--- config.mk ---
export PLATFORM = sky130hd
export DESIGN_NAME = mbox_from_line_recognizer
export DESIGN_NICKNAME = d
export VERILOG_FILES = /design/src/rtl/mfl_pkg.sv /design/src/rtl/mfl_char_class.sv /design/src/rtl/mfl_line_fsm.sv /design/src/rtl/mbox_from_line_recognizer.sv
export SDC_FILE = /design/constraint.sdc
export NUM_CORES = 1
export LEC_CHECK = 0
export BUFFER_PORTS_ARGS = -buffer_cell sky130_fd_sc_hd__buf_4
export CAP_MARGIN = 10
export CORE_MARGIN = 2
export CORE_UTILIZATION = 61
export DETAILED_ROUTE_END_ITERATION = 6
export GPL_ROUTABILITY_DRIVEN = 0
export PLACE_DENSITY_LB_ADDON = 0.1
export RECOVER_POWER = 50
export SYNTH_ARGS = -nofsm -noshare
export SYNTH_HDL_FRONTEND = slang
export SYNTH_HIERARCHICAL = 1
export SYNTH_SLANG_ARGS = --single-unit
--- constraint.sdc ---
create_clock -name clk -period 4.1 [get_ports clk]
set_input_delay 0.205 -clock clk [delete_from_list [all_inputs] [get_ports clk]]
set_output_delay 0.205 -clock clk [all_outputs]
set_load 0.03 [all_outputs]
--- src/rtl/mfl_pkg.sv ---
// Shared types, constants and lookup functions for the mbox From_ line recognizer.
// No dependencies.
package mfl_pkg;

    localparam int FROM_LEN = 5;

    typedef struct packed
    {
        logic [7:0] data_byte;
        logic       end_of_line;
    } byte_beat_t;

    typedef struct packed
    {
        logic is_header;
        logic saw_tty;
    } verdict_beat_t;

    typedef struct packed
    {
        logic zero;
        logic blank;
        logic space;
        logic digit;
        logic lower;
        logic alpha;
        logic colon;
        logic quote;
    } char_class_t;

    typedef enum logic [2:0]
    {
        CL_A,
        CL_L,
        CL_S,
        CL_O,
        CL_D,
        CL_C,
        CL_B
    } tmpl_class_t;

    function automatic tmpl_class_t date_class(input logic [4:0] p);
        tmpl_class_t cls;
        unique case (p)
            5'd0, 5'd4:                          cls = CL_A;
            5'd1, 5'd2, 5'd5, 5'd6:              cls = CL_L;
            5'd3, 5'd7, 5'd10, 5'd19:            cls = CL_S;
            5'd8:                                cls = CL_O;
            5'd9, 5'd11, 5'd12, 5'd14, 5'd15,
            5'd17, 5'd18:                        cls = CL_D;
            5'd13, 5'd16:                        cls = CL_C;
            default:                             cls = CL_B;
        endcase
        return cls;
    endfunction

    function automatic logic [7:0] from_char(input logic [2:0] i);
        logic [7:0] ch;
        unique case (i)
            3'd0:    ch = 8'h46;
            3'd1:    ch = 8'h72;
            3'd2:    ch = 8'h6F;
            3'd3:    ch = 8'h6D;
            default: ch = 8'h20;
        endcase
        return ch;
    endfunction

    function automatic logic [7:0] tty_char(input logic [1:0] i);
        logic [7:0] ch;
        unique case (i)
            2'd2:    ch = 8'h79;
            default: ch = 8'h74;
        endcase
        return ch;
    endfunction

endpackage

--- src/rtl/mfl_char_class.sv ---
// Character classifier: flags each byte as blank, space, digit, letter, colon, quote, zero.
// Depends on mfl_pkg.
module mfl_char_class
    import mfl_pkg::*;
(
    input  logic [7:0]  data_byte,
    output char_class_t cls
);

    always_comb
    begin
        cls.zero  = (data_byte == 8'h00);
        cls.blank = (data_byte == 8'h20) || (data_byte == 8'h09);
        cls.space = (data_byte == 8'h20) || ((data_byte >= 8'h09) && (data_byte <= 8'h0D));
        cls.digit = (data_byte >= 8'h30) && (data_byte <= 8'h39);
        cls.lower = (data_byte >= 8'h61) && (data_byte <= 8'h7A);
        cls.alpha = cls.lower || ((data_byte >= 8'h41) && (data_byte <= 8'h5A));
        cls.colon = (data_byte == 8'h3A);
        cls.quote = (data_byte == 8'h22);
    end

endmodule

--- src/rtl/mfl_line_fsm.sv ---
// Per-line recognizer state machine: prefix, sender word, tty word, date template.
// Depends on mfl_pkg and mfl_char_class.
module mfl_line_fsm
    import mfl_pkg::*;
(
    input  logic          clk,
    input  logic          rst_n,
    input  logic          step_en,
    input  byte_beat_t    beat,
    output verdict_beat_t verdict
);

    typedef enum logic [3:0]
    {
        PH_PREFIX,
        PH_SKIP1,
        PH_SENDER,
        PH_SKIP2,
        PH_DATE,
        PH_TTYWORD,
        PH_SKIP3,
        PH_ACCEPT,
        PH_REJECT
    } phase_t;

    phase_t      phase_reg, phase_next;
    logic [4:0]  position_reg, position_next;
    logic        inside_quote_reg, inside_quote_next;
    logic        tty_prefix_reg, tty_prefix_next;
    logic        tty_found_reg, tty_found_next;

    char_class_t cls;
    logic [7:0]  c;
    logic [4:0]  p;
    tmpl_class_t tcls;
    logic        checking;
    logic        tty_ok;
    logic        cls_ok;

    assign c = beat.data_byte;

    mfl_char_class u_class
    (
        .data_byte (c),
        .cls       (cls)
    );

    always_comb
    begin
        p        = (phase_reg == PH_DATE) ? position_reg : 5'd0;
        tcls     = date_class(p);
        checking = !tty_found_reg && tty_prefix_reg && (p < 5'd3);
        tty_ok   = (c == tty_char(p[1:0]));
        unique case (tcls)
            CL_A:    cls_ok = cls.alpha;
            CL_L:    cls_ok = cls.lower;
            CL_S:    cls_ok = cls.space;
            CL_O:    cls_ok = cls.space || cls.digit;
            CL_D:    cls_ok = cls.digit;
            CL_C:    cls_ok = cls.colon;
            default: cls_ok = 1'b1;
        endcase
    end

    always_comb
    begin
        phase_next        = phase_reg;
        position_next     = position_reg;
        inside_quote_next = inside_quote_reg;
        tty_prefix_next   = tty_prefix_reg;
        tty_found_next    = tty_found_reg;

        if ((phase_reg == PH_ACCEPT) || (phase_reg == PH_REJECT))
        begin
            phase_next = phase_reg;
        end
        else if (cls.zero)
        begin
            phase_next = PH_REJECT;
        end
        else
        begin
            unique case (phase_reg)
                PH_PREFIX:
                begin
                    if ((position_reg >= 5'(FROM_LEN)) || (c != from_char(position_reg[2:0])))
                        phase_next = PH_REJECT;
                    else if (position_reg == 5'(FROM_LEN - 1))
                    begin
                        position_next = 5'd0;
                        phase_next    = PH_SKIP1;
                    end
                    else
                        position_next = position_reg + 5'd1;
                end
                PH_SKIP1:
                begin
                    if (!cls.blank)
                    begin
                        phase_next        = PH_SENDER;
                        inside_quote_next = cls.quote;
                    end
                end
                PH_SENDER, PH_TTYWORD:
                begin
                    if (inside_quote_reg)
                    begin
                        if (cls.quote)
                            inside_quote_next = 1'b0;
                    end
                    else if (cls.blank)
                        phase_next = (phase_reg == PH_SENDER) ? PH_SKIP2 : PH_SKIP3;
                    else if (cls.quote)
                        inside_quote_next = 1'b1;
                end
                PH_SKIP2, PH_SKIP3, PH_DATE:
                begin
                    if ((phase_reg == PH_DATE) || !cls.blank)
                    begin
                        phase_next    = PH_DATE;
                        position_next = p;
                        if (checking && !tty_ok)
                            tty_prefix_next = 1'b0;
                        if (tcls == CL_B)
                            phase_next = PH_ACCEPT;
                        else if (!cls_ok)
                            phase_next = PH_REJECT;
                        else if (checking && tty_ok && (p == 5'd2))
                        begin
                            tty_found_next    = 1'b1;
                            inside_quote_next = 1'b0;
                            position_next     = 5'd0;
                            phase_next        = PH_TTYWORD;
                        end
                        else
                            position_next = p + 5'd1;
                    end
                end
                default:
                begin
                    phase_next = PH_REJECT;
                end
            endcase
        end
    end

    assign verdict.is_header = (phase_next == PH_ACCEPT);
    assign verdict.saw_tty   = tty_found_next;

    always_ff @(posedge clk or negedge rst_n)
    begin
        if (!rst_n)
        begin
            phase_reg        <= PH_PREFIX;
            position_reg     <= 5'd0;
            inside_quote_reg <= 1'b0;
            tty_prefix_reg   <= 1'b1;
            tty_found_reg    <= 1'b0;
        end
        else if (step_en)
        begin
            if (beat.end_of_line)
            begin
                phase_reg        <= PH_PREFIX;
                position_reg     <= 5'd0;
                inside_quote_reg <= 1'b0;
                tty_prefix_reg   <= 1'b1;
                tty_found_reg    <= 1'b0;
            end
            else
            begin
                phase_reg        <= phase_next;
                position_reg     <= position_next;
                inside_quote_reg <= inside_quote_next;
                tty_prefix_reg   <= tty_prefix_next;
                tty_found_reg    <= tty_found_next;
            end
        end
    end

endmodule

--- src/rtl/mbox_from_line_recognizer.sv ---
// Top level of the mbox From_ line recognizer: input register, line state machine,
// verdict register. Depends on mfl_pkg and mfl_line_fsm.
//
//   channel   direction  handshake                     beat
//   byte      in         byte_valid / byte_ready       byte_beat_t    (one character)
//   verdict   out        verdict_valid / verdict_ready verdict_beat_t (one per line)
//
// One byte per cycle sustained unless a last byte waits on a full verdict register; the line's
// last byte is taken into the input register, then its verdict into the verdict register.
// Reset clears both valid flags and returns the line state to the prefix check.
// A byte that is not last in its line never waits on the output; a last byte waits in
// the input register only while the verdict register is full and not being taken.
module mbox_from_line_recognizer
    import mfl_pkg::*;
(
    input  logic          clk,
    input  logic          rst_n,
    input  logic          byte_valid,
    output logic          byte_ready,
    input  byte_beat_t    byte_beat,
    output logic          verdict_valid,
    input  logic          verdict_ready,
    output verdict_beat_t verdict_beat
);

    byte_beat_t    in_beat_reg;
    logic          in_valid_reg;
    verdict_beat_t out_beat_reg;
    logic          out_valid_reg;
    verdict_beat_t verdict;
    logic          out_free;
    logic          advance;

    assign out_free   = !out_valid_reg || verdict_ready;
    assign advance    = in_valid_reg && (!in_beat_reg.end_of_line || out_free);
    assign byte_ready = !in_valid_reg || advance;

    mfl_line_fsm u_fsm
    (
        .clk     (clk),
        .rst_n   (rst_n),
        .step_en (advance),
        .beat    (in_beat_reg),
        .verdict (verdict)
    );

    always_ff @(posedge clk or negedge rst_n)
    begin
        if (!rst_n)
        begin
            in_valid_reg  <= 1'b0;
            out_valid_reg <= 1'b0;
        end
        else
        begin
            if (byte_ready)
                in_valid_reg <= byte_valid;
            if (advance && in_beat_reg.end_of_line)
                out_valid_reg <= 1'b1;
            else if (verdict_ready)
                out_valid_reg <= 1'b0;
        end
    end

    always_ff @(posedge clk)
    begin
        if (byte_ready && byte_valid)
            in_beat_reg <= byte_beat;
        if (advance && in_beat_reg.end_of_line)
            out_beat_reg <= verdict;
    end

    assign verdict_valid = out_valid_reg;
    assign verdict_beat  = out_beat_reg;

endmodule

=== Word level (Yosys, flattened, before mapping) ===
Memory sizes are Yosys's and may differ from the RTL's.
Index checks and enable logic that the tools add are counted.

* Magnitude comparators: 10
* Equal/unequal tests: 35
* Reduce and logical (&&, ||, !) cells: 43
* Muxes and demuxes: 60
* Add/subtract/negate cells: 2

{| class="wikitable"
|+ Operators with widths
! kind !! count
|-
| $mux W5 || 10
|-
| $mux W4 || 12
|-
| $mux W1 || 29
|-
| $pmux W7 S4 || 1
|-
| $eq A8 B6 Y1 const B || 3
|-
| $mux W8 || 3
|-
| $eq A4 B3 Y1 const B || 5
|-
| $ge A8 B7 Y1 const B || 2
|-
| $le A8 B7 Y1 const B || 2
|-
| $pmux W4 S4 || 1
|-
| $eq A3 B2 Y1 const B || 4
|-
| $logic_and A1 B1 Y1 || 12
|-
| $reduce_and A6 Y1 || 2
|-
| $add A5 B1 Y5 const B || 2
|-
| $logic_or A1 B1 Y1 || 10
|-
| $pmux W5 S2 || 1
|-
| $eq A3 B3 Y1 const B || 3
|-
| $ne A3 B2 Y1 const B || 3
|-
| $ne A3 B3 Y1 const B || 3
|-
| $reduce_and A9 Y1 || 1
|-
| $eq A4 B2 Y1 const B || 2
|-
| $eq A8 B4 Y1 const B || 1
|-
| $eq A8 B7 Y1 || 1
|-
| $ge A8 B4 Y1 const B || 1
|-
| other kinds (25) || 36
|}

* Register bits after elaboration: 25
* Logic and storage cells: 162
* Output and inout port bits: 4
* Bits of input ports: 13
* ROM bits: 96
* Memories: 1

{| class="wikitable"
|+ Memories
! name !! words !! bits a word !! rd ports !! clocked after Yosys merged registers in !! wr ports !! RTL line !! source
|-
| (no name shown) || 32 || 3 || 1 || 0 || 0 || mfl_pkg.sv:44 || <nowiki>unique case (p)</nowiki>
|}

=== Longest topological paths before layout ===
Gate-level depths: netlist of run 1.

* Word-level depth: 15
* Gate-level depth with buffers: 14
* Depth with buffers taken out: 12

=== Hierarchy ===
The synthesis of run 1 kept the hierarchy.

{| class="wikitable"
|+ By module, submodules not included
! module !! cells an instance !! sequential area each (um2) !! instances !! area each (um2)
|-
| mfl_line_fsm || 250 || 301.5 || 1 || 1819.2
|-
| mbox_from_line_recognizer || 21 || 380.4 || 1 || 436.7
|-
| mfl_char_class || 25 || 0.0 || 1 || 157.7
|}

=== Worst setup path before layout of run 1 ===
No wires, ideal clock.

* Kind: flip-flop to flip-flop
* Start point: register u_fsm.phase_reg[1]
* End point: register u_fsm.position_reg[1]
* Setup slack: 361 ps
* Data arrival time: 3619 ps
* Cell stages (with the launch flop): 15
* Path buffers: 2
* Library setup time: 120 ps
* Period minus slack after synthesis: 3739 ps
* Required time: 3980 ps
* Cell sequence: dfrtp_1 -> buf_6 -> nor4b_1 -> clkbuf_1 -> nand2_1 -> inv_1 -> ha_1 -> or3b_2 -> a311oi_1 -> a31oi_1 -> a21boi_0 -> a211oi_4 -> nor2_2 -> mux2_4 -> a31o_1

* Word-level cells in the longest chain between the ends: 15
* Elaborated cells between the ends (all ways): 41
* Classes of those cells: add/sub: 1; order compare: 1; eq/ne: 17; mux: 11; reduce/logical: 10; memory: 1

{| class="wikitable"
|+ RTL lines
! what !! RTL line !! source
|-
| start, declared || mfl_line_fsm.sv:26 || <nowiki>phase_t phase_reg, phase_next;</nowiki>
|-
| start signal, assigned || mfl_line_fsm.sv:172 || <nowiki>phase_reg <= phase_next;</nowiki>
|-
| branches (longest 15 deep; another with $mem_v2 Z32 W3) || - ||
|-
| end signal, assigned || mfl_line_fsm.sv:173 || <nowiki>position_reg <= position_next;</nowiki>
|-
| end, declared || mfl_line_fsm.sv:27 || <nowiki>logic [4:0] position_reg, position_next;</nowiki>
|}

Parallel ways; which one is timed is not known. The select of a mux whose other input is x is not followed.
A chain may end at the register's enable or synchronous reset.

==> PnR_summary.wiki, run 1 <==
{| class="wikitable"
! Metric !! Value
|-
| Global-route wire length before repair || 9960 µm
|-
| Post-detailed-route via-to-cell ratio || 6.84
|-
| Async set or reset register ratio after synthesis || 56.0%
|-
| Sequential fraction of the synthesis area || 28.3%
|-
| Final cell count without fillers || 359
|-
| Number of hold violations in the final report || 0
|-
| DRC violation count after routing || 0
|-
| Total count of max-transition violations in the final report || 0
|-
| Cell total after placement || 354
|-
| TritonCTS Sinks || 25
|-
| Routed wire length || 6240 µm
|-
| First drt pass iteration count || 5
|-
| Hold Buf Count CTS || 1
|-
| Synth-to-layout area growth || 9.54%
|-
| Clock network latency to the later pin of the worst-skew pair || 0.27 ns
|-
| Critical-path cell list || nor3_1 > a32oi_1 > nor3_1 > buf_4 > a21oi_1 > or4b_2 > a32oi_1 > nor3b_1 > a31oi_1 > nor3_2 > a221oi_1 > o22ai_1
|-
| Average wire per cell in the routed design || 17.4 µm
|-
| Initial cell density of the core || 64.5%
|-
| Maximum number of buffers from clock root to sink || 2
|-
| Filler cells || 316
|-
| Clock input transition at the sequential cells of the worst setup and hold paths || 0.09 ns
|-
| Number of vias in the routed layout || 2,456
|-
| Inserted Diodes || 0
|-
| Crit path buffers/inverters || 1
|-
| Layout cell share with drive strength beyond 1 || 16.1%
|-
| Number of register bits inferred by synthesis || 25
|-
| Area fraction of the dominant cell type after synthesis || 13.7%
|-
| Routed Antenna Nets || 0
|-
| Standby leakage power || 1.04 nW
|-
| Commonest register cell after synthesis || dfrtp_1
|-
| Initial DRC count || 261
|-
| Number of flip-flops in the largest register || 9
|-
| Slowest cell delay on critical path || 0.62 ns
|-
| Pwr per Cell Area || 304 mW/mm²
|-
| Critical Path AT || 3.95 ns
|-
| Number of violations of the max-capacitance limit || 0
|-
| Crit-path max FO || 10
|-
| Net count of the finished layout || 337
|-
| TritonCTS buffer count || 3
|-
| Cell taking the most area after synthesis || edfxtp_1
|-
| Worst-Margin Slew || 0.832 ns
|-
| Min Clock Period, post-route || 3.80 ns
|-
| Antenna violations before repair || 0
|-
| Number of top-level design ports || 17
|-
| Min-delay worst type || in2reg
|-
| H-tree depth || 1
|-
| Cells taking the most area after synthesis || edfxtp_1, dfrtp_1, ha_1, nor2_1, nand2_1
|-
| Status || complete, no violations
|-
| Die ar. || 0.00448 mm²
|-
| CORE AREA || 0.00374 mm²
|-
| Part of the cycle the worst path needs || 92.6%
|-
| Setup_tns || 0 ns
|-
| Yosys cell types || 71
|-
| # setup viols final || 0
|-
| Worst reg2reg setup slack || 0.30 ns
|-
| Residual overflow from global routing || 0
|-
| Number of buffer cells added on primary ports || 16
|-
| Post-CTS setup-driven buffer insertion count || 0
|-
| Y dimension of the die || 66.9 µm
|-
| Synth Instances || 296
|-
| Post-Syn Nets || 321
|-
| Max-Slew Margin vs Limit || 44.5%
|-
| Critical path data required time || 4.25 ns
|-
| Placement row count || 22
|-
| RSZ-0062 raised after global routing || no
|-
| Syn avg cell area || 8.15 µm²
|-
| Number of gates given a new drive strength after cts || 0
|-
| Largest voltage drop on the vdd net || 0.000235 V
|-
| Worst Path Class, Setup || reg2reg
|-
| Number of enable-type register cells in the synthesized netlist || 11
|-
| Clock Skews || 0.00299 ns
|-
| Yosys warning count || 6
|-
| Kind of cell adding the most delay to the critical path || compound AO/OA/AOI/OAI gates
|-
| Maximum number of pins on one net before global-route repair || 18
|-
| Buffer cell driving the clock tree root || clkbuf_8
|-
| Final HPWL from detailed placement || 4710 µm
|-
| Cell type of the slowest stage on the worst timing path || or4b_2
|-
| Width of the die || 66.9 µm
|-
| TritonCTS clock tree || yes
|-
| Fmax achieved || 263 MHz
|-
| Number of global-route vias before repair || 2,124
|-
| Cell area after synthesis || 0.00241 mm²
|-
| CP Capture Type || flop
|-
| Critical path startpoint category || flop
|-
| Global routing usage summed across all routing layers || 29.5%
|-
| Post-route core utilization || 70.6%
|}
-- logic make-up (layout without fill, tap and decap cells) --
kind of cell | count (synthesis) | after routing | share of synthesized area [%]
adder cells (fa/ha/maj) | 12 | 12 | 6.22
buffers and inverters | 29 | 44 | 5.03
AO/OA/AOI/OAI | 89 | 89 | 26.9
XOR/XNOR | 2 | 2 | 0.726
multiplexers | 5 | 5 | 2.33
AND/OR/NAND/NOR | 134 | 134 | 30.6
flip-flops | 25 | 25 | 28.3
-- stage by stage --
step / hold WS [ns] / total power, W / area [µm²] / setup WS (ns)
floorplan: -0.0906 / 0.000566 / 2410 / 0.361
global placement: 0.0684 / 0.000649 / 2600 / 0.473
detailed placement: 0.0729 / 0.000656 / 2600 / 0.457
CTS: 0.0975 / 0.000802 / 2660 / 0.412
global route: 0.112 / 0.000852 / 2640 / 0.160
finish: 0.124 / 0.000804 / 2640 / 0.303
-- cell type report --
| class | count | area [µm²] | area share [%] |
|---|---|---|---|
| inverters | 13 | 48.8 | 1.85 |
| flip-flops and latches | 25 | 682 | 25.8 |
| clock inverters | 1 | 5.00 | 0.189 |
| multi-input cells | 242 | 1620 | 61.1 |
| clock buffers | 3 | 41.3 | 1.56 |
| well taps | 48 | 60.1 | 2.27 |
| repair buffers | 27 | 190 | 7.19 |
-- where the power goes --
group / total, W / switching [W] / internal (W)
clock: 0.000149 / 0.0000814 / 0.0000681
sequential: 0.000344 / 0.0000534 / 0.000290
combinational: 0.000311 / 0.000180 / 0.000131
total: 0.000804 / 0.000315 / 0.000489
-- path summary, 6_finish.rpt --
kind / startpoint / to / cells after the start
worst max-delay path: in_beat_reg[7] / u_fsm/position_reg[0] / 12
worst min-delay path: byte_beat[0] / in_beat_reg[0] / 1
worst max register to register: in_beat_reg[7] / u_fsm/position_reg[0] / 12
worst min register to register: u_fsm/tty_prefix_reg / u_fsm/tty_prefix_reg / 2
max in group asynchronous: rst_n / u_fsm/position_reg[0] / 2
min in group asynchronous: rst_n / u_fsm/position_reg[3] / 2
-- layer usage --
layer	global-route usage, %	part of all wire, %
met1	39.6	42
met2	47.0	46
met3	6.42	9.5
met4	9.69	2.4
met5	0	0
-- worst register-to-register path, delay by kind of cell (launching register included) --
| family | cells | cell delay (ns) |
|---|---|---|
| and+or+nand+nor | 5 | 1.45 |
| buffers and inverters | 1 | 0.20 |
| AOI/OAI and AO/OA | 6 | 1.55 |
| DFF | 1 | 0.50 |
-- synth_stat cells (3+ instances only) --
cell       instances
nor2_1            35
nand2_1           24
o21ai_0           17
a21oi_1           13
clkbuf_1          13
dfrtp_1           13
inv_1             13
ha_1              12
edfxtp_1          11
nand3_1           11
nor3_1            11
a31oi_1            7
nand2b_1           7
o22ai_1            6
nor2b_1            5
a21o_1             4
a2bb2oi_1          4
and3_1             4
or2_2              4
a221oi_1           3
a311oi_1           3
and2_1             3
mux2i_1            3
nor3b_1            3
nor4_1             3
nor4b_1            3
o211ai_1           3
or3b_2             3
-- cell usage in the layout, fill, tap and decap left out, types with 3 or more instances in the layout --
cell        n
nor2_1     35
nand2_1    24
o21ai_0    17
dfrtp_1    13
buf_4      13
inv_1      13
a21oi_1    13
ha_1       12
edfxtp_1   11
nand3_1    11
nor3_1     11
clkbuf_4    9
nand2b_1    7
a31oi_1     7
o22ai_1     6
nor2b_1     5
a21o_1      4
clkbuf_1    4
a2bb2oi_1   4
or2_2       4
and3_1      4
and2_1      3
clkbuf_8    3
or3b_2      3
mux2i_1     3
a311oi_1    3
o211ai_1    3
nor4_1      3
nor3b_1     3
a221oi_1    3
(Power assumes the default switching activity.)
==> inputs of run 2 (changes only) <==
Settings changed: CORE_UTILIZATION 61 to 66.
Clock period 4.1 ns to 4.7 ns, I/O delays scaled along.
==> run 2 against run 1 <==
Against the previous run:
- sequential power shrank 7.0%
- register-to-register slack better by 0.25 ns
- clock skew grew 0.010 ns
- final cell count down 2.5%
- first-iteration DRC count rose by 75%
- final area is 2.7% lower
- critical endpoint is now u_fsm/position_reg[1]
- highest routed layer unchanged
==> PnR_summary.wiki, run 2 (synthesis gave the netlist of run 1 again) <==
{| class="wikitable"
! Metric !! Value
|-
| Critical Path AT || 4.39 ns (+0.44 ns)
|-
| Final HPWL from detailed placement || 4550 µm (-3.4%)
|-
| Standby leakage power || 1.00 nW (-3.8%)
|-
| First drt pass iteration count || 6 (+1)
|-
| Reg power frac || 47.9% (+5.2 points)
|-
| Design Area, Final || 0.00257 mm² (-2.7%)
|-
| Cell-internal power || 0.000395 W (-19%)
|-
| Number of hold violations in the final report || 0 (unchanged)
|-
| Initial DRC count || 457 (+75%)
|-
| Routed wire length || 6110 µm (-2.1%)
|-
| Number of top-level design ports || 17 (unchanged)
|-
| Most common cell after layout, fill and taps aside || nor2_1
|-
| Worst Path Class, Setup || reg2reg
|-
| Switching Fraction || 40.8% (+1.7 points)
|-
| RSZ-0062 raised after global routing || no
|-
| Critical path startpoint category || flop
|-
| Routed Antenna Nets || 0 (unchanged)
|-
| Antenna violations before repair || 0 (unchanged)
|-
| DRC violation count after routing || 0 (unchanged)
|-
| Number of global-route vias before repair || 2,273 (+7.0%)
|-
| Net count of the finished layout || 330 (-2.1%)
|-
| Post-route core utilization || 75.3% (+4.7 points)
|-
| Pwr per Cell Area || 259 mW/mm² (-15%)
|-
| Maximum number of buffers from clock root to sink || 2 (unchanged)
|-
| Average wire per cell in the routed design || 17.4 µm (+0.43%)
|-
| Part of the cycle the worst path needs || 88.2% (-4.4 points)
|-
| Inserted Diodes || 0 (unchanged)
|-
| Total count of max-transition violations in the final report || 0 (unchanged)
|-
| Number of flip-flops in the largest register || 9 (unchanged)
|-
| Status || complete, no violations
|-
| # setup viols final || 0 (unchanged)
|-
| Largest voltage drop on the vdd net || 0.000233 V (-0.78%)
|-
| Highest-count cells in the layout ignoring fill and taps || nor2_1, nand2_1, o21ai_0
|-
| Area post-placement || 0.00255 mm² (-2.1%)
|-
| Crit-path max FO || 15 (+5)
|-
| TritonCTS clock tree || yes
|-
| Die ar. || 0.00416 mm² (-7.1%)
|-
| Min Clock Period, post-route || 4.15 ns (+0.351 ns)
|-
| Synth-to-layout area growth || 6.64%
|-
| Residual overflow from global routing || 0 (unchanged)
|-
| Worst-Margin Slew || 0.862 ns (+0.0303 ns)
|-
| Power share of the combinational group || 37.2% (-1.5 points)
|-
| Placement row count || 21 (-4.5%)
|-
| Setup_tns || 0 ns (unchanged)
|-
| Width of the die || 64.5 µm (-3.6%)
|-
| Clock Skews || 0.0131 ns (+0.0101 ns)
|-
| Switching power || 0.000272 W (-13%)
|-
| Fmax achieved || 241 MHz (-8.5%)
|-
| H-tree depth || 1 (unchanged)
|-
| CORE AREA || 0.00342 mm² (-8.8%)
|-
| Clock network latency to the later pin of the worst-skew pair || 0.33 ns (+0.06 ns)
|-
| TritonCTS buffer count || 3 (unchanged)
|-
| Buffer cell driving the clock tree root || clkbuf_4
|-
| Global routing usage summed across all routing layers || 31.0% (+1.5 points)
|-
| TritonCTS Sinks || 25 (unchanged)
|-
| Global-route wire length before repair || 10,200 µm (+2.6%)
|-
| Layout cell share with drive strength beyond 1 || 14.5% (-1.6 points)
|-
| Max-Slew Margin vs Limit || 42.5% (-2.0 points)
|-
| Y dimension of the die || 64.5 µm (-3.6%)
|-
| Min-delay worst type || in2reg
|-
| Pwr Total || 0.000667 W (-17%)
|-
| Initial cell density of the core || 70.7% (+6.2 points)
|-
| Clock input transition at the sequential cells of the worst setup and hold paths || 0.15 ns (+0.06 ns)
|-
| Proportion of power drawn by the clock network || 14.9% (-3.7 points)
|-
| Number of violations of the max-capacitance limit || 0 (unchanged)
|-
| CP Capture Type || flop
|-
| Number of vias in the routed layout || 2,421 (-1.4%)
|-
| Maximum number of pins on one net before global-route repair || 22 (+4)
|-
| Post-detailed-route via-to-cell ratio || 6.92 (+1.1%)
|-
| Number of buffer cells added on primary ports || 16 (unchanged)
|-
| Critical path data required time || 4.94 ns (+0.69 ns)
|}
-- run 2: cell type report --
cell class                      instances  area [µm²]
Fill cell                             259         842
Timing Repair Buffer                   20         141
Clock inverter                          1        5.00
Sequential cell                        25         682
Multi-Input combinational cell        242        1620
Tap cell                               46        57.6
Clock buffer                            3        22.5
Inverter                               13        48.8
-- run 2: routing by layer --
| layer | track usage, % | routed length [µm] | vias up |
|---|---|---|---|
| li1 | - | - | 1133 |
| met4 | 9.04 | 125 | 0 |
| met1 | 43.6 | 2580 | 1095 |
| met2 | 49.2 | 2720 | 172 |
| met5 | 0 | 0 | - |
| met3 | 5.38 | 678 | 21 |
-- run 2: final timing paths --
path | endpoint | cells after the start | from | slack, ns
max | u_fsm/position_reg[1] | 11 | u_fsm/phase_reg[0] | 0.55
min | in_valid_reg | 2 | byte_valid | 0.09
max reg2reg | u_fsm/position_reg[1] | 11 | u_fsm/phase_reg[0] | 0.55
min reg2reg | u_fsm/tty_prefix_reg | 2 | u_fsm/tty_prefix_reg | 0.50
max in group asynchronous | u_fsm/tty_found_reg | 2 | rst_n | 3.65
min in group asynchronous | u_fsm/position_reg[4] | 2 | rst_n | 0.51
-- run 2: worst max-delay path, stage by stage (launching register included) --
cell and delay (ns):
dfrtp_1 0.57, or4b_1 0.73, nor2_1 0.35, ha_1 0.25, or3b_2 0.49, a311oi_1 0.31, a31oi_1 0.07, a21boi_0 0.17
a211oi_4 0.42, nor2_2 0.15, mux2_4 0.32, a31o_1 0.22
-- run 2: power by group through the flow --
stage | clock, W | combinational (W) | sequential [W]
floorplan | 0 | 0.000210 | 0.000284
global placement | 0 | 0.000238 | 0.000320
detailed placement | 0 | 0.000242 | 0.000321
CTS | 0.000101 | 0.000245 | 0.000316
global route | 0.000106 | 0.000277 | 0.000326
finish | 0.0000994 | 0.000248 | 0.000320
-- run 2: repair_timing --
item	4_1_cts	5_1_grt
setup buffers	0	0
hold buffers	1	0
gates resized for setup	0	0
endpoints found under the hold margin	14	0
-- run 2: through the flow --
stage	hold WS (ns)	std cells	setup slack [ns]
finish	0.0891	350	0.553
CTS	0.0759	350	0.630
global placement	0.0980	345	0.791
global route	0.0905	350	0.375
detailed placement	0.101	345	0.669
floorplan	-0.0606	296	0.961
==> inputs of run 3 (changes only) <==
Settings changed: CELL_PAD_IN_SITES_DETAIL_PLACEMENT from default to 1, CELL_PAD_IN_SITES_GLOBAL_PLACEMENT from default to 2, CORE_UTILIZATION 66 to 40, GPL_TIMING_DRIVEN from default to 0, SLEW_MARGIN from default to 20.
==> run 3 against run 2 <==
Against the previous run:
- non-clock buffer count grew 13
- register-to-register slack worse by 0.09 ns
- final cell count grew 12%
- worst setup slack worse by 0.093 ns
- sequential share of layout area is 1.1 points lower
- final area grew 4.3%
- die area rose by 61%
- combinational power is 17% higher
- via count fell by 2.4%
- clock skew down 0.012 ns
- critical path depth is 2 higher
==> PnR_summary.wiki, run 3 (synthesis gave the netlist of run 1 again) <==
{| class="wikitable"
! Metric !! Value
|-
| Global-route wire length before repair || 12,200 µm (+19%)
|-
| Initial DRC count || 86 (-81%)
|-
| Pwr Total || 0.000723 W (+8.5%)
|-
| H-tree depth || 1 (unchanged)
|-
| Maximum number of buffers from clock root to sink || 2 (unchanged)
|-
| Final hold slack || 0.141 ns (+0.0522 ns)
|-
| FF/Latch Area || 682 µm² (unchanged)
|-
| Average wire per cell in the routed design || 18.8 µm (+8.0%)
|-
| Placement row count || 28 (+33%)
|-
| Global routing usage summed across all routing layers || 24.2% (-6.8 points)
|-
| Number of global-route vias before repair || 2,395 (+5.4%)
|-
| Highest-count cells in the layout ignoring fill and taps || nor2_1, nand2_1, o21ai_0
|-
| Worst-Margin Slew || 0.931 ns (+0.0690 ns)
|-
| Number of vias in the routed layout || 2,362 (-2.4%)
|-
| Max-Slew Margin vs Limit || 37.9% (-4.6 points)
|-
| Final HPWL from detailed placement || 5740 µm (+26%)
|-
| Pwr per Cell Area || 270 mW/mm² (+4.0%)
|-
| Initial cell density of the core || 41.0% (-30 points)
|-
| Total count of max-transition violations in the final report || 0 (unchanged)
|-
| First drt pass iteration count || 4 (-2)
|-
| Footprint of the multi-input gates || 0.00162 mm² (unchanged)
|-
| Setup_tns || 0 ns (unchanged)
|-
| Clock Skews || 0.00119 ns (-0.0119 ns)
|-
| CORE AREA || 0.00589 mm² (+72%)
|-
| Post-detailed-route via-to-cell ratio || 6.03 (-13%)
|-
| Post-CTS setup-driven buffer insertion count || 0 (unchanged)
|-
| Number of top-level design ports || 17 (unchanged)
|-
| TritonCTS Sinks || 25 (unchanged)
|-
| Routed wire length || 7380 µm (+21%)
|-
| Inserted Diodes || 0 (unchanged)
|-
| Status || complete, no violations
|-
| Cell total after placement || 387 (+12%)
|-
| Number of hold violations in the final report || 0 (unchanged)
|-
| Worst Path Class, Setup || reg2reg
|-
| Standby leakage power || 1.03 nW (+2.5%)
|-
| CP Capture Type || flop
|-
| Number of violations of the max-capacitance limit || 0 (unchanged)
|-
| Largest voltage drop on the vdd net || 0.000127 V (-45%)
|-
| DRC violation count after routing || 0 (unchanged)
|-
| Antenna violations before repair || 0 (unchanged)
|-
| Maximum number of pins on one net before global-route repair || 17 (-23%)
|-
| TritonCTS clock tree || yes
|-
| Critical-path cell list || nor4b_2 > clkbuf_2 > nand2_1 > inv_1 > ha_1 > or3b_2 > a311oi_1 > a31oi_1 > a21boi_0 > a211oi_4 > and2_1 > o32a_1 > nor4_2
|-
| RSZ-0062 raised after global routing || no
|-
| Layout cell share with drive strength beyond 1 || 14.2% (-0.28 points)
|-
| Synth-to-layout area growth || 11.2%
|-
| Worst reg2reg setup slack || 0.46 ns (-0.09 ns)
|-
| Fmax achieved || 236 MHz (-2.2%)
|-
| Min Clock Period, post-route || 4.24 ns (+0.0935 ns)
|-
| Most common cell after layout, fill and taps aside || nor2_1
|-
| Slowest cell delay on critical path || 0.56 ns (-0.17 ns)
|-
| Clock input transition at the sequential cells of the worst setup and hold paths || 0.10 ns (-0.05 ns)
|-
| Buffer cell driving the clock tree root || clkbuf_8
|-
| Net count of the finished layout || 343 (+3.9%)
|-
| Critical path startpoint category || flop
|-
| Critical path data required time || 4.73 ns (-0.21 ns)
|-
| Cell type of the slowest stage on the worst timing path || nor4b_2
|-
| Number of buffer cells added on primary ports || 16 (unchanged)
|-
| Y dimension of the die || 81.7 µm (+27%)
|-
| Crit-path max FO || 10 (-5)
|-
| Part of the cycle the worst path needs || 90.2% (+2.0 points)
|-
| Width of the die || 81.7 µm (+27%)
|-
| Min-delay worst type || in2reg
|-
| Critical Path AT || 4.27 ns (-0.12 ns)
|-
| Number of flip-flops in the largest register || 9 (unchanged)
|-
| Filler cells || 741 (+190%)
|-
| Die ar. || 0.00667 mm² (+61%)
|-
| Clock network latency to the later pin of the worst-skew pair || 0.28 ns (-0.05 ns)
|-
| Routed Antenna Nets || 0 (unchanged)
|-
| # setup viols final || 0 (unchanged)
|-
| Residual overflow from global routing || 0 (unchanged)
|-
| TritonCTS buffer count || 3 (unchanged)
|-
| Final cell count without fillers || 392 (+12%)
|}
-- run 3: changes by cell type in the layout (fill, tap and decap cells not counted) --
cell	previous run	this run
buf_6	0	1
buf_2	0	1
clkbuf_2	0	1
clkbuf_1	3	15
clkinv_2	1	0
clkbuf_8	0	3
inv_6	0	1
buf_4	7	5
clkbuf_4	12	9
-- run 3: metrics by stage --
stage                     cell area, µm²  util [%]  setup WS, ns
after floorplan                     2410         -         0.961
after global placement              2630      44.6        0.0428
after detailed placement            2630      44.6        0.0571
after CTS                           2690      45.7        0.0257
after global routing                2680      45.6         0.133
final                               2680      45.6         0.459
-- run 3: power breakdown --
part,switching [W],internal [W]
Sequential,0.0000333,0.000253
Combinational,0.000178,0.000113
Clock,0.0000834,0.0000625
Total,0.000295,0.000428
-- run 3: worst paths after layout --
check | startpoint | endpoint | cells past startpoint
setup / recovery | u_fsm/phase_reg[3] | verdict_beat[1] | 13
hold / removal | byte_beat[6] | in_beat_reg[6] | 1
setup reg to reg | u_fsm/phase_reg[3] | verdict_beat[1] | 13
hold reg to reg | u_fsm/tty_prefix_reg | u_fsm/tty_prefix_reg | 2
max in group asynchronous | rst_n | u_fsm/phase_reg[0] | 2
min in group asynchronous | rst_n | u_fsm/position_reg[3] | 2
-- run 3: repair_timing --
| item | 4_1_cts | 5_1_grt |
|---|---|---|
| hold buffers | 1 | 0 |
| gates resized for setup | 0 | 3 |
| endpoints found under the setup margin | 0 | 12 |
| endpoints found under the hold margin | 13 | 0 |
-- run 3: critical path: cells and delay by family (launching register included) --
kind | cells | cell delay, ns
flops | 1 | 0.46
buf+inv | 2 | 0.53
fa+ha+maj | 1 | 0.18
simple gates | 5 | 1.59
compound gates | 5 | 1.22
-- run 3: layout make-up --
class,instances,share of cell area (%)
Multi-Input combinational cell,242,60.2
Sequential cell,25,25.4
Timing Repair Buffer,17,4.43
Tap cell,75,3.50
Buffer,16,2.75
Inverter,13,1.82
Clock buffer,3,1.54
Clock inverter,1,0.326
-- run 3: per-layer routing --
metal  track usage (%)  up-vias  routed length (µm)
li1                  -     1161                   -
met1              32.4     1161                3450
met2              40.3       29                3540
met3              2.53       11                 243
met4              8.83        0                 155
met5                 0        -                   0
